$ cat src/rtl/fse_mul.sv
`timescale 1ns / 1ps
// Serial signed multiplier, one multiplier bit per cycle.
module fse_mul #(
  parameter int unsigned Width = 32
) (
  input  logic                      clk_i,
  input  logic                      rst_ni,
  input  logic                      start_i,
  input  logic signed [Width-1:0]   a_i,
  input  logic signed [Width-1:0]   b_i,
  output logic                      done_o,
  output logic signed [2*Width-1:0] p_o
);
  localparam int unsigned CntW = $clog2(Width + 1);
  logic [CntW-1:0]          cnt_q, cnt_d;
  logic                     busy_q, busy_d;
  logic signed [2*Width-1:0] acc_q, acc_d, ash_q, ash_d;
  logic [Width-1:0]         b_q, b_d;
  logic signed [2*Width-1:0] term;

  always_comb begin
    term = b_q[0] ? ash_q : '0;
    busy_d = busy_q;
    cnt_d = cnt_q;
    acc_d = acc_q;
    ash_d = ash_q;
    b_d = b_q;
    done_o = 1'b0;
    if (start_i) begin
      busy_d = 1'b1;
      cnt_d = '0;
      acc_d = '0;
      ash_d = {{Width{a_i[Width-1]}}, a_i};
      b_d = b_i;
    end else if (busy_q) begin
      acc_d = (cnt_q == CntW'(Width - 1)) ? acc_q - term : acc_q + term;
      ash_d = ash_q <<< 1;
      b_d = b_q >> 1;
      cnt_d = cnt_q + CntW'(1);
      if (cnt_q == CntW'(Width - 1)) begin
        busy_d = 1'b0;
        done_o = 1'b1;
      end
    end
  end

  assign p_o = acc_d;

  always_ff @(posedge clk_i or negedge rst_ni) begin
    if (!rst_ni) begin
      busy_q <= 1'b0;
      cnt_q <= '0;
    end else begin
      busy_q <= busy_d;
      cnt_q <= cnt_d;
    end
  end

  always_ff @(posedge clk_i) begin
    acc_q <= acc_d;
    ash_q <= ash_d;
    b_q <= b_d;
  end
endmodule

$ cat config.mk
export PLATFORM = sky130hd
export DESIGN_NAME = fse_mul
export DESIGN_NICKNAME = d
export VERILOG_FILES = /design/src/rtl/fse_mul.sv
export SDC_FILE = /design/constraint.sdc
export NUM_CORES = 1
export LEC_CHECK = 0
export BUFFER_PORTS_ARGS = -buffer_cell sky130_fd_sc_hd__clkbuf_2
export CAP_MARGIN = 5
export CORE_MARGIN = 5
export CORE_UTILIZATION = 55
export DETAILED_ROUTE_END_ITERATION = 10
export GPL_TIMING_DRIVEN = 0
export MAX_ROUTING_LAYER = met4
export PLACE_DENSITY = 0.82
export SYNTH_ARGS = -nofsm -noshare
export SYNTH_HDL_FRONTEND = slang
export SYNTH_SLANG_ARGS = --single-unit
export TNS_END_PERCENT = 20
$ cat constraint.sdc
create_clock -name clk_i -period 6.9 [get_ports clk_i]
set_input_delay 1.035 -clock clk_i [delete_from_list [all_inputs] [get_ports clk_i]]
set_output_delay 1.035 -clock clk_i [all_outputs]
set_load 0.1 [all_outputs]
==> out/metrics.json <==
{
  "achievable-frequency": {"value": 147, "unit": "MHz"},
  "syn_to_layout_area_delta": {"value": 22.0, "unit": "%"},
  "die_width": {"value": 160, "unit": "um"},
  "final_setup_skew": {"value": 24.3, "unit": "ps"},
  "worstRegToRegCells": {"value": 25},
  "detail-route-antenna-nets": {"value": 0},
  "place.port_buffers": {"value": 130},
  "layout_min_cycle_time": {"value": 6830, "unit": "ps"},
  "min_path_type": {"value": "input pin to async pin"},
  "period_utilization": {"value": 98.9, "unit": "%"},
  "slew_headroom": {"value": 30.0, "unit": "%"},
  "timing.setup.critical_path_class": {"value": "register to output port"},
  "fin_ws": {"value": 74.6, "unit": "ps"},
  "setup.worst_path.end_class": {"value": "output port"},
  "detail_route.drc_violations": {"value": 0},
  "total_clock_buffers_created_by_cts": {"value": 17},
  "core_area": {"value": 22000, "unit": "sq um"},
  "wirelength": {"value": 40.2, "unit": "mm"},
  "synthCells": {"value": 1415},
  "first_pass_iters": {"value": 5},
  "antenna_found_initial": {"value": 0},
  "post-synth-top-count-cell": {"value": "nand2_1"},
  "avgRoutedWirePerCell": {"value": 21.3, "unit": "um"},
  "yosys_most_used_dff": {"value": "edfxtp_1"},
  "synth_cell_type_count": {"value": 85},
  "hpwl": {"value": 30.1, "unit": "mm"},
  "die_h": {"value": 160, "unit": "um"},
  "area_share_of_the_leading_cell_type_in_the_synthesized_netlist": {"value": 23.4, "unit": "%"},
  "p_leak": {"value": 6.57, "unit": "nW"},
  "async_reset_ff_share": {"value": 4.19, "unit": "%"},
  "cts_max_path_buffers": {"value": 2},
  "initial_utilization": {"value": 56.1, "unit": "%"},
  "crit_required": {"value": 5860, "unit": "ps"},
  "power": {"value": 6.48, "unit": "mW"},
  "floorplan.die_area": {"value": 25500, "unit": "sq um"},
  "clock_tree_from_tritoncts": {"value": "built"},
  "critPathBufInv": {"value": 5},
  "worst_slew_pin_slew": {"value": 1050, "unit": "ps"},
  "post_route_cells_drive_above_1_share": {"value": 23.9, "unit": "%"},
  "syn-mean-instance-area": {"value": 8.70, "unit": "sq um"},
  "dp_slack": {"value": -2290, "unit": "ps"},
  "most_numerous_cell_types_in_the_synthesized_netlist": {"value": "nand2_1, nor2_1, o21ai_0"},
  "grt_util_all_layers": {"value": 31.1, "unit": "%"},
  "via_count": {"value": 11948},
  "syn-num-nets": {"value": 1548},
  "timing.critical_path.slowest_stage_cell": {"value": "edfxtp_1"},
  "cts.htree.levels": {"value": 4},
  "synth_top_cells_by_area": {"value": "edfxtp_1, dfxtp_1, ha_1, mux2_2, nand2_1"},
  "ratio_of_total_power_to_cell_area": {"value": 432, "unit": "nW/um^2"},
  "pin_count_of_the_biggest_net_entering_global_routing": {"value": 66},
  "gp_routability_congestion": {"value": 0.985},
  "globalRoute.totalOverflow": {"value": 0},
  "nFillCells": {"value": 1725},
  "irDropWorstVdd": {"value": 325, "unit": "uV"},
  "critical_path_arrival": {"value": 5790, "unit": "ps"},
  "synth.ff_latch_count": {"value": 167},
  "timing.final.hold_violations": {"value": 0},
  "cp_max_fo": {"value": 4},
  "synth-warning-count": {"value": 0},
  "cp_slowest_stage_delay": {"value": 450, "unit": "ps"},
  "postLayoutCoreUtil": {"value": 68.4, "unit": "%"},
  "synth-seq-area-share": {"value": 35.2, "unit": "%"},
  "worst_r2r_endpoint": {"value": "acc_q[61]"},
  "post_synth_instance_area": {"value": 12300, "unit": "sq um"},
  "post-synth-top-area-cell": {"value": "edfxtp_1"},
  "cts_root_buf": {"value": "clkbuf_16"},
  "clk-insertion-delay-late": {"value": 450, "unit": "ps"},
  "start_of_the_worst_register_to_register_path": {"value": "b_q[0]"},
  "clk_transition_reported_paths": {"value": 70, "unit": "ps"},
  "final_report_max_slew_violation_count": {"value": 0},
  "final_number_of_setup_violating_endpoints": {"value": 0},
  "max_cap_viol_count": {"value": 0},
  "startpoint_type": {"value": "register"},
  "final_net_count": {"value": 1729},
  "hold_buffers": {"value": 0},
  "number_of_synthesized_flops_with_an_enable_pin": {"value": 96},
  "crit_family": {"value": "compound AO/OA/AOI/OAI gates"},
  "vias_per_cell": {"value": 6.33},
  "number_of_global_route_vias_before_repair": {"value": 11178},
  "global_route_wire_length_before_repair": {"value": 61.4, "unit": "mm"},
  "detail_route.iter0.violations": {"value": 1274},
  "fp-row-count": {"value": 54},
  "run_status": {"value": "finished clean"},
  "diodes": {"value": 0},
  "io-pin-count": {"value": 132},
  "worst_setup_slack_for_register_to_register_paths": {"value": 1670, "unit": "ps"},
  "cts_sinks": {"value": 167}
}
[through the flow]
step                      area [sq um]  setup TNS [ps]  hold slack, ps  std cells
after floorplan                  12400           -3890             513       1415
after global placement           13400         -112080             463       1825
after detailed placement         13500         -110260             468       1826
after CTS                        14700               0             409       1877
after global routing             15000           -44.8             415       1889
final                            15000               0             420       1889
[cells by family after synthesis]
| group | after synthesis | share of synthesized area [%] |
|---|---|---|
| buf+inv | 141 | 4.33 |
| simple gates | 440 | 16.9 |
| compound gates | 412 | 21.8 |
| fa+ha+maj | 66 | 6.77 |
| flops | 167 | 35.2 |
| xor+xnor | 97 | 6.90 |
| mux | 92 | 8.14 |
[timing repair]
| item | in CTS | in global routing |
|---|---|---|
| pin swaps | 23 | 30 |
| endpoints found under the setup margin | 103 | 37 |
| resized for setup | 93 | 58 |
| hold endpoints to repair | 0 | 0 |
| setup buffers | 23 | 19 |
[cell type report]
class                           count  area [sq um]  area share (%)
Buffer                             71           350            2.33
Multi-Input combinational cell   1107          7990            53.2
Clock buffer                       17           425            2.83
Clock inverter                     15           216            1.44
Inverter                           59           224            1.49
Sequential cell                   167          4340            28.9
Timing Repair Buffer              173          1120            7.46
Tap cell                          280           350            2.33
[flip-flops by register name, summed over array words and instances, names as in the netlist]
name    flops
acc_q      64
ash_q      64
b_q        32
busy_q      1
cnt_q       6
[placed cells by master, fill, tap and decap left out, drive strengths merged, types with 33 or more instances in the layout]
master,instances
a21o,50
a21oi,94
buf,62
clkbuf,199
dfxtp,64
edfxtp,96
ha,65
inv,68
mux2,65
nand2,172
nand3,33
nor2,105
o21ai,123
xnor2,65
[power by group]
part / total, mW / leakage (nW) / internal (mW) / switching (mW)
registers: 1.44 / 1.66 / 1.27 / 0.168
logic: 3.99 / 4.60 / 1.12 / 2.86
clock network: 1.05 / 0.314 / 0.563 / 0.491
total: 6.48 / 6.57 / 2.96 / 3.52
[layer usage]
layer	global-route usage, %	wire (um)	vias up
met5	-	0	-
met4	11.7	1470	0
met3	7.60	3920	99
met2	45.1	17400	644
met1	42.2	17500	5649
li1	-	-	5556
[worst max-delay path by stage]
stage | endpoint | start | cells after the start | slack [ps]
after floorplan | p_o[40] | b_q[0] | 25 | -380
after global placement | p_o[61] | b_q[0] | 27 | -2320
after detailed placement | p_o[61] | b_q[0] | 26 | -2290
after CTS | p_o[49] | ash_q[24] | 19 | 7
after global routing | p_o[61] | ash_q[8] | 21 | -30
final | p_o[61] | b_q[0] | 25 | 70
Power figures use the tool's default switching activity.
